$ cat src/rtl/core/rcpwd_pkg.sv
// ----------------------------------------------------------------------------
// RC pulse width decoder package
// Shared widths, reset values, codes and types of the pulse width decoder.
// ----------------------------------------------------------------------------
package rcpwd_pkg;

	localparam int NUM_CHANNELS_DEF = 4;
	localparam int STAMP_BITS_DEF   = 16;
	localparam int NUM_REPORT       = 4;
	localparam int CHAN_W           = 2;
	localparam int CFG_W            = 16;
	localparam int CMD_W            = 16;
	localparam int MISS_W           = 16;
	localparam int REG_IDX_W        = 2;

	localparam logic [CFG_W-1:0] ABORT_HIGH_RST = 16'd2200;
	localparam logic [CFG_W-1:0] CLAMP_HIGH_RST = 16'd2000;
	localparam logic [CFG_W-1:0] ABORT_LOW_RST  = 16'd800;
	localparam logic [CFG_W-1:0] CLAMP_LOW_RST  = 16'd1000;

	typedef enum logic [REG_IDX_W-1:0] {
		REG_ABORT_HIGH = 2'd0,
		REG_CLAMP_HIGH = 2'd1,
		REG_ABORT_LOW  = 2'd2,
		REG_CLAMP_LOW  = 2'd3
	} reg_idx_t;

	typedef enum logic {
		FUNC_CAPTURE = 1'b0,
		FUNC_TICK    = 1'b1
	} func_t;

	typedef enum logic [1:0] {
		ERR_NONE  = 2'd0,
		ERR_LONG  = 2'd1,
		ERR_SHORT = 2'd2
	} err_code_t;

	typedef struct packed {
		logic [CFG_W-1:0] abort_high;
		logic [CFG_W-1:0] clamp_high;
		logic [CFG_W-1:0] abort_low;
		logic [CFG_W-1:0] clamp_low;
	} cfg_t;

	typedef struct packed {
		logic [CMD_W-1:0] cmd;
		logic             present;
		err_code_t        err;
	} chan_res_t;

endpackage

$ cat src/rtl/core/rcpwd_cfg.sv
// ----------------------------------------------------------------------------
// RC pulse width decoder configuration registers
// Holds the abort and clamp window limits, written through the config port.
// ----------------------------------------------------------------------------
module rcpwd_cfg (
	input  logic                           clk,
	input  logic                           arst_n,
	input  logic                           wr_en,
	input  logic [rcpwd_pkg::REG_IDX_W-1:0] wr_index,
	input  logic [rcpwd_pkg::CFG_W-1:0]     wr_data,
	output rcpwd_pkg::cfg_t                 cfg
);
	import rcpwd_pkg::*;

	cfg_t cfg_q;

	always_ff @(posedge clk or negedge arst_n) begin
		if (!arst_n) begin
			cfg_q.abort_high <= ABORT_HIGH_RST;
			cfg_q.clamp_high <= CLAMP_HIGH_RST;
			cfg_q.abort_low  <= ABORT_LOW_RST;
			cfg_q.clamp_low  <= CLAMP_LOW_RST;
		end else if (wr_en) begin
			unique case (reg_idx_t'(wr_index))
				REG_ABORT_HIGH: cfg_q.abort_high <= wr_data;
				REG_CLAMP_HIGH: cfg_q.clamp_high <= wr_data;
				REG_ABORT_LOW:  cfg_q.abort_low  <= wr_data;
				REG_CLAMP_LOW:  cfg_q.clamp_low  <= wr_data;
				default:        cfg_q <= cfg_q;
			endcase
		end
	end

	assign cfg = cfg_q;

endmodule

$ cat src/rtl/core/rcpwd_chan.sv
// ----------------------------------------------------------------------------
// RC pulse width decoder channel
// Edge pairing, width capture, window check, clamp and no-data counter of
// one receiver channel.
// ----------------------------------------------------------------------------
module rcpwd_chan #(
	parameter int STAMP_BITS = rcpwd_pkg::STAMP_BITS_DEF
) (
	input  logic                  clk,
	input  logic                  arst_n,
	input  logic                  cap_en,
	input  logic                  tick_en,
	input  logic [STAMP_BITS-1:0] stamp,
	input  rcpwd_pkg::cfg_t       cfg,
	output rcpwd_pkg::chan_res_t  res
);
	import rcpwd_pkg::*;

	localparam int W = (STAMP_BITS > CFG_W) ? STAMP_BITS : CFG_W;

	logic                  await_fall_q;
	logic                  fresh_q;
	logic [STAMP_BITS-1:0] rise_q;
	logic [W-1:0]          width_q;
	logic [CMD_W-1:0]      cmd_q;
	logic [MISS_W-1:0]     miss_q;

	logic [STAMP_BITS-1:0] span;
	logic [W-1:0]      ah, chh, al, cl;
	logic [W-1:0]      w1, w2, s1, s2;
	logic              too_long, too_short;
	logic [CMD_W-1:0]  cmd_calc;
	logic [MISS_W-1:0] miss_nxt;

	assign span = stamp - rise_q;

	always_comb begin
		ah  = W'(cfg.abort_high);
		chh = W'(cfg.clamp_high);
		al  = W'(cfg.abort_low);
		cl  = W'(cfg.clamp_low);

		too_long = width_q > ah;
		w1 = width_q;
		if (!too_long && width_q > chh) begin
			w1 = chh;
		end
		too_short = w1 < al;
		w2 = w1;
		if (!too_short && w1 < cl) begin
			w2 = cl;
		end

		s1 = (w2 > chh) ? chh : w2;
		s2 = (s1 < cl) ? cl : s1;
		cmd_calc = CMD_W'(s2 - cl);

		miss_nxt = miss_q;
		if (fresh_q) begin
			miss_nxt = '0;
		end else if (miss_q != {MISS_W{1'b1}}) begin
			miss_nxt = miss_q + 1'b1;
		end
	end

	always_ff @(posedge clk or negedge arst_n) begin
		if (!arst_n) begin
			await_fall_q <= 1'b0;
			fresh_q      <= 1'b0;
			rise_q       <= '0;
			width_q      <= '0;
			cmd_q        <= '0;
			miss_q       <= '0;
		end else if (cap_en) begin
			if (!await_fall_q) begin
				rise_q       <= stamp;
				await_fall_q <= 1'b1;
				fresh_q      <= 1'b0;
			end else begin
				width_q      <= W'(span);
				await_fall_q <= 1'b0;
				fresh_q      <= 1'b1;
			end
		end else if (tick_en) begin
			miss_q <= miss_nxt;
			if (fresh_q) begin
				width_q <= w2;
				cmd_q   <= cmd_calc;
			end
		end
	end

	always_comb begin
		res.cmd     = fresh_q ? cmd_calc : cmd_q;
		res.present = (miss_nxt == '0);
		if (fresh_q && too_short) begin
			res.err = ERR_SHORT;
		end else if (fresh_q && too_long) begin
			res.err = ERR_LONG;
		end else begin
			res.err = ERR_NONE;
		end
	end

endmodule

$ cat src/rtl/core/rc_pulse_width_decoder.sv
// ----------------------------------------------------------------------------
// RC pulse width decoder
// Four-channel receiver pulse decoder: pairs capture edges into pulse widths
// and turns them into clamped commands, presence flags and a sticky error.
//
//   port group     direction  handshake            payload
//   in             in         in_valid/in_stall    func, chan, capture_time
//   out            out        out_valid/out_stall  cmd_*, present_mask, error_code
//   cfg            in         cfg_valid/cfg_ready  cfg_index, cfg_data
//
// One item per cycle while no tick waits. An item is held in the input register,
// where the channel logic acts on it; a tick result lands in the output
// register in the next cycle. Captures give no result and never wait. A tick
// waits in the input register only while a previous result is held by out_stall.
// Reset clears all channel state and loads the default window limits.
// ----------------------------------------------------------------------------
module rc_pulse_width_decoder #(
	parameter int NUM_CHANNELS = rcpwd_pkg::NUM_CHANNELS_DEF,
	parameter int STAMP_BITS   = rcpwd_pkg::STAMP_BITS_DEF
) (
	input  logic                            clk,
	input  logic                            arst_n,
	input  logic                            in_valid,
	output logic                            in_stall,
	input  logic                            func,
	input  logic [rcpwd_pkg::CHAN_W-1:0]    chan,
	input  logic [STAMP_BITS-1:0]           capture_time,
	output logic                            out_valid,
	input  logic                            out_stall,
	output logic [rcpwd_pkg::CMD_W-1:0]     cmd_throttle,
	output logic [rcpwd_pkg::CMD_W-1:0]     cmd_roll,
	output logic [rcpwd_pkg::CMD_W-1:0]     cmd_pitch,
	output logic [rcpwd_pkg::CMD_W-1:0]     cmd_rudder,
	output logic [rcpwd_pkg::NUM_REPORT-1:0] present_mask,
	output logic [1:0]                      error_code,
	input  logic                            cfg_valid,
	output logic                            cfg_ready,
	input  logic [rcpwd_pkg::REG_IDX_W-1:0] cfg_index,
	input  logic [rcpwd_pkg::CFG_W-1:0]     cfg_data
);
	import rcpwd_pkg::*;

	logic                  valid_s1;
	func_t                 func_s1;
	logic [CHAN_W-1:0]     chan_s1;
	logic [STAMP_BITS-1:0] stamp_s1;

	logic      out_valid_q;
	logic [CMD_W-1:0] cmd_q [NUM_REPORT];
	logic [NUM_REPORT-1:0] present_q;
	err_code_t err_q;
	err_code_t sticky_q;

	cfg_t      cfg;
	chan_res_t res [NUM_CHANNELS];
	logic      fire;
	logic      tick_fire;
	err_code_t err_nxt;
	logic [CMD_W-1:0]      rpt_cmd [NUM_REPORT];
	logic [NUM_REPORT-1:0] rpt_present;

	assign cfg_ready = 1'b1;

	rcpwd_cfg u_cfg (
		.clk      (clk),
		.arst_n   (arst_n),
		.wr_en    (cfg_valid),
		.wr_index (cfg_index),
		.wr_data  (cfg_data),
		.cfg      (cfg)
	);

	assign fire      = valid_s1 && !(func_s1 == FUNC_TICK && out_valid_q && out_stall);
	assign tick_fire = fire && (func_s1 == FUNC_TICK);
	assign in_stall  = valid_s1 && !fire;

	always_ff @(posedge clk or negedge arst_n) begin
		if (!arst_n) begin
			valid_s1 <= 1'b0;
		end else if (!in_stall) begin
			valid_s1 <= in_valid;
		end
	end

	always_ff @(posedge clk) begin
		if (in_valid && !in_stall) begin
			func_s1  <= func_t'(func);
			chan_s1  <= chan;
			stamp_s1 <= capture_time;
		end
	end

	for (genvar i = 0; i < NUM_CHANNELS; i++) begin : g_chan
		rcpwd_chan #(
			.STAMP_BITS (STAMP_BITS)
		) u_chan (
			.clk     (clk),
			.arst_n  (arst_n),
			.cap_en  (fire && func_s1 == FUNC_CAPTURE && int'(chan_s1) == i),
			.tick_en (tick_fire),
			.stamp   (stamp_s1),
			.cfg     (cfg),
			.res     (res[i])
		);
	end

	for (genvar i = 0; i < NUM_REPORT; i++) begin : g_rpt
		if (i < NUM_CHANNELS) begin : g_on
			assign rpt_cmd[i]     = res[i].cmd;
			assign rpt_present[i] = res[i].present;
		end else begin : g_off
			assign rpt_cmd[i]     = '0;
			assign rpt_present[i] = 1'b0;
		end
	end

	always_comb begin
		err_nxt = sticky_q;
		for (int i = 0; i < NUM_CHANNELS; i++) begin
			if (res[i].err != ERR_NONE) begin
				err_nxt = res[i].err;
			end
		end
	end

	always_ff @(posedge clk or negedge arst_n) begin
		if (!arst_n) begin
			out_valid_q <= 1'b0;
			sticky_q    <= ERR_NONE;
		end else if (tick_fire) begin
			out_valid_q <= 1'b1;
			sticky_q    <= err_nxt;
		end else if (!out_stall) begin
			out_valid_q <= 1'b0;
		end
	end

	always_ff @(posedge clk) begin
		if (tick_fire) begin
			cmd_q     <= rpt_cmd;
			present_q <= rpt_present;
			err_q     <= err_nxt;
		end
	end

	assign out_valid    = out_valid_q;
	assign cmd_throttle = cmd_q[0];
	assign cmd_roll     = cmd_q[1];
	assign cmd_pitch    = cmd_q[2];
	assign cmd_rudder   = cmd_q[3];
	assign present_mask = present_q;
	assign error_code   = err_q;

endmodule

$ cat config.mk
export PLATFORM = sky130hd
export DESIGN_NAME = rc_pulse_width_decoder
export DESIGN_NICKNAME = d
export VERILOG_FILES = /design/src/rtl/core/rcpwd_pkg.sv /design/src/rtl/core/rcpwd_cfg.sv /design/src/rtl/core/rcpwd_chan.sv /design/src/rtl/core/rc_pulse_width_decoder.sv
export SDC_FILE = /design/constraint.sdc
export NUM_CORES = 2
export LEC_CHECK = 0
export ABC_AREA = 1
export BUFFER_PORTS_ARGS = -buffer_cell sky130_fd_sc_hd__buf_2
export CELL_PAD_IN_SITES_DETAIL_PLACEMENT = 1
export CELL_PAD_IN_SITES_GLOBAL_PLACEMENT = 1
export CORE_MARGIN = 1.5
export CORE_UTILIZATION = 43
export CTS_CLUSTER_SIZE = 30
export DETAILED_ROUTE_END_ITERATION = 12
export HOLD_SLACK_MARGIN = 0.03
export PLACE_DENSITY = 0.86
export SLEW_MARGIN = 40
export SYNTH_ARGS = -nofsm -noshare
export SYNTH_HDL_FRONTEND = slang
export SYNTH_SLANG_ARGS = --single-unit
$ cat constraint.sdc
create_clock -name clk -period 8.7 [get_ports clk]
set_input_delay 0 -clock clk [delete_from_list [all_inputs] [get_ports clk]]
set_output_delay 0 -clock clk [all_outputs]
set_load 0.005 [all_outputs]
==> results by group <==
CTS
  – Sink Count: 421
  – Clock root buffer: clkbuf_16
  – CTS HTree Levels: 2
  – Max Root-Sink Buffers: 3
  – Worst-path clk slew: 0.06 ns
  – Clock latency on the worst-skew pair: 0.66 ns
  – TritonCTS clock tree: built
  – Cts bufs inserted: 53

Critical path
  – Crit. End Element: flop
  – Worst EP required: 9.09 ns
  – CP Launch Type: flop
  – Most frequent CP cell: nand2_1
  – CP Data Arrival Time: 12.17 ns
  – Crit Path Category: flop to flop
  – Crit Path Max Fanout: 8
  – CP max stage cell: dfstp_2
  – Crit path largest cell delay: 0.56 ns
  – Reg2reg path depth: 66
  – R2R Setup Slk: -3.09 ns

Synth
  – Register bit total from synthesis: 421
  – Post-synth top area cell: dfrtp_1
  – Distinct cell type count after synthesis: 52
  – Synth area leaders: dfrtp_1, ha_1, nand2_1
  – Most frequently used flop master after synthesis: dfrtp_1
  – Warnings from Yosys: 0
  – Post-Synthesis Cell Area: 33600 µm²
  – Share of the synthesized area in the top cell type: 23.3%
  – Avg Synthesized Cell Area: 7.60 µm²
  – Mapped Nets: 4967
  – Post-Synthesis Cells: 4421
  – Ys async rst share: 78.9%
  – Post-synth EDFFs: 89
  – Register area share after synthesis: 32.7%

Detailed routing
  – TritonRoute pass-1 iters: 7
  – # DRC: 0
  – Iter 0 DRT Violations: 4724
  – Vias/cell: 6.47
  – Post-DR wirelength/cell: 29.7 µm
  – Vias after detailed routing: 40900
  – Post-Route WL: 188000 µm
  – Antenna-violating nets left: 0

Job
  – Max cap viols: 0

Floorplan
  – Initial Utilization: 43.4%
  – Die W: 283 µm
  – Die height: 283 µm
  – Area of the core: 77500 µm²
  – FP Rows: 102
  – # IOs: 115
  – Die footprint: 79900 µm²

Placement
  – Port Buf Inserts: 113
  – Placed cell area: 39400 µm²
  – Placer congestion estimate: 1.01
  – Dpl hpwl: 104000 µm

Timing
  – Worst slew margin: 21.0%
  – Worst setup margin: -3.09 ns
  – RSZ-0062 raised after global routing: yes
  – Pins Over Slew Limit: 0
  – Final min period: 11.79 ns
  – Fin Clk Skew: 0.0467 ns
  – # setup viols final: 115
  – Worst slew pin tran: 1.19 ns
  – Final Hold Fails: 0
  – Final worst-path cycle share: 136%
  – Fmax: 84.8 MHz

Outcome
  – Status: finished, violations left
  – Failing checks: setup timing

Cells and area
  – Area delta synth->final: 37.7%
  – Nets: 5771
  – Fillers: 9152
  – Fraction of layout cells with a size suffix above 1: 29.1%
  – Fin area: 46300 µm²

Min path
  – Worst hold path type: primary input to flop
  – Hold Path Depth: 2

Global route
  – Vias in the first global route: 39800
  – First-pass GRT wire length: 232000 µm
  – Total gr overflow: 0
  – Gr usage total: 38.1%
  – Initial antenna violation count: 35
  – Maximum number of pins on one net before global-route repair: 156
worst paths after layout:
kind,endpoint,from
max,cmd_rudder[15],u_cfg.cfg[40]
min,stamp_s1[14],capture_time[14]
max reg2reg,cmd_rudder[15],u_cfg.cfg[40]
min reg2reg,u_cfg.cfg[58],u_cfg.cfg[58]
max in group asynchronous,g_chan[2].u_chan.cmd_q[12],arst_n
min in group asynchronous,u_cfg.cfg[21],arst_n
synthesized netlist by cell type, drive strengths merged, types with 28 or more instances:
library cell / count
ha: 496
nor2: 206
dfrtp: 313
a21oi: 264
inv: 389
nand3: 122
clkbuf: 111
buf: 36
edfxtp: 89
o21ai: 696
nand2: 1271
xor2: 107
nor3: 49
a211oi: 28
xnor2: 30
nand4: 49
metal layers:
layer	vias up	global-route usage, %	wire length [µm]
met5	-	0.244	416
met4	34	28.2	20500
met3	1484	7.15	22800
met2	3164	61.8	79700
met1	19700	44.9	64700
li1	16600	-	-
area by class of cell:
class	instances	area (µm²)	area share (%)
clock inverters	35	419	0.906
diodes	20	50.0	0.108
multi-input cells	3460	23400	50.5
repair buffers	893	7240	15.7
clock buffers	64	1400	3.02
inverters	396	1510	3.25
well taps	1040	1300	2.81
flip-flops and latches	421	11000	23.8
per-stage QoR:
stage          worst slack, ns  cells  hold slack [ns]  util, %  setup TNS, ns
2_1_floorplan           -0.257   4421           -0.296        -          -1.61
3_3_place_gp            -0.982   5992          -0.0187     50.8         -22.01
3_5_place_dp             -1.29   5992          -0.0161     50.8         -45.06
4_1_cts                 -0.828   6250           0.0574     56.7         -12.26
5_1_grt                  -3.30   6314           0.0795     59.7        -170.08
6_report                 -3.09   6329           0.0806     59.7        -151.32
placed cells by master (no fill, tap or decap), types with 46 or more instances in the layout:
master        n
a21oi_1     205
a21oi_2      51
buf_2       113
buf_4       653
buf_6        46
clkbuf_16    57
dfrtp_1     313
edfxtp_1     89
ha_1        438
ha_4         50
inv_1       360
nand2_1    1152
nand2_2      97
nand3_1      98
nand4_1      49
nor2_1      179
o21ai_0     419
o21ai_1     136
o21ai_2     111
xor2_1       88
state kept, by name, indices dropped and copies added (netlist names):
signal and cells:
u_cfg.cfg 64, g_chan.u_chan.rise_q 64, g_chan.u_chan.width_q 64, stamp_s1 16
cmd_pitch 16, chan_s1 2, valid_s1 1, cmd_roll 16
g_chan.u_chan.await_fall_q 4, error_code 2, g_chan.u_chan.miss_q 64, cmd_rudder 16
cmd_throttle 16, sticky_q 2, g_chan.u_chan.cmd_q 64, g_chan.u_chan.fresh_q 4
out_valid 1, present_mask 4, func_s1 1
critical path: cells and delay by family (launching register included):
family | cells | cell delay (ns)
adders and majority gates | 5 | 1.80
AOI/OAI and AO/OA | 21 | 3.53
DFF | 1 | 0.56
and+or+nand+nor | 29 | 3.98
buffers and inverters | 11 | 1.60
kinds of logic after synthesis:
group / after synthesis / share of synthesized area, %
and+or+nand+nor: 1733 / 20.9
AOI/OAI and AO/OA: 1082 / 17.5
buffers and inverters: 543 / 6.32
adders and majority gates: 504 / 18.9
DFF: 421 / 32.7
xor gates and xnor gates: 137 / 3.57
other: 1 / 0.0112
repair_timing:
action / CTS / global route
hold endpoints to repair: 181 / 0
cloned: 12 / 5
resized for setup: 352 / 420
setup endpoints to repair: 79 / 110
setup buffers: 107 / 75
pin swaps: 106 / 203
hold buffers: 41 / 0
Power is not shown: default switching activity piles up to over one toggle a cycle in this logic, so the estimate is an artifact.
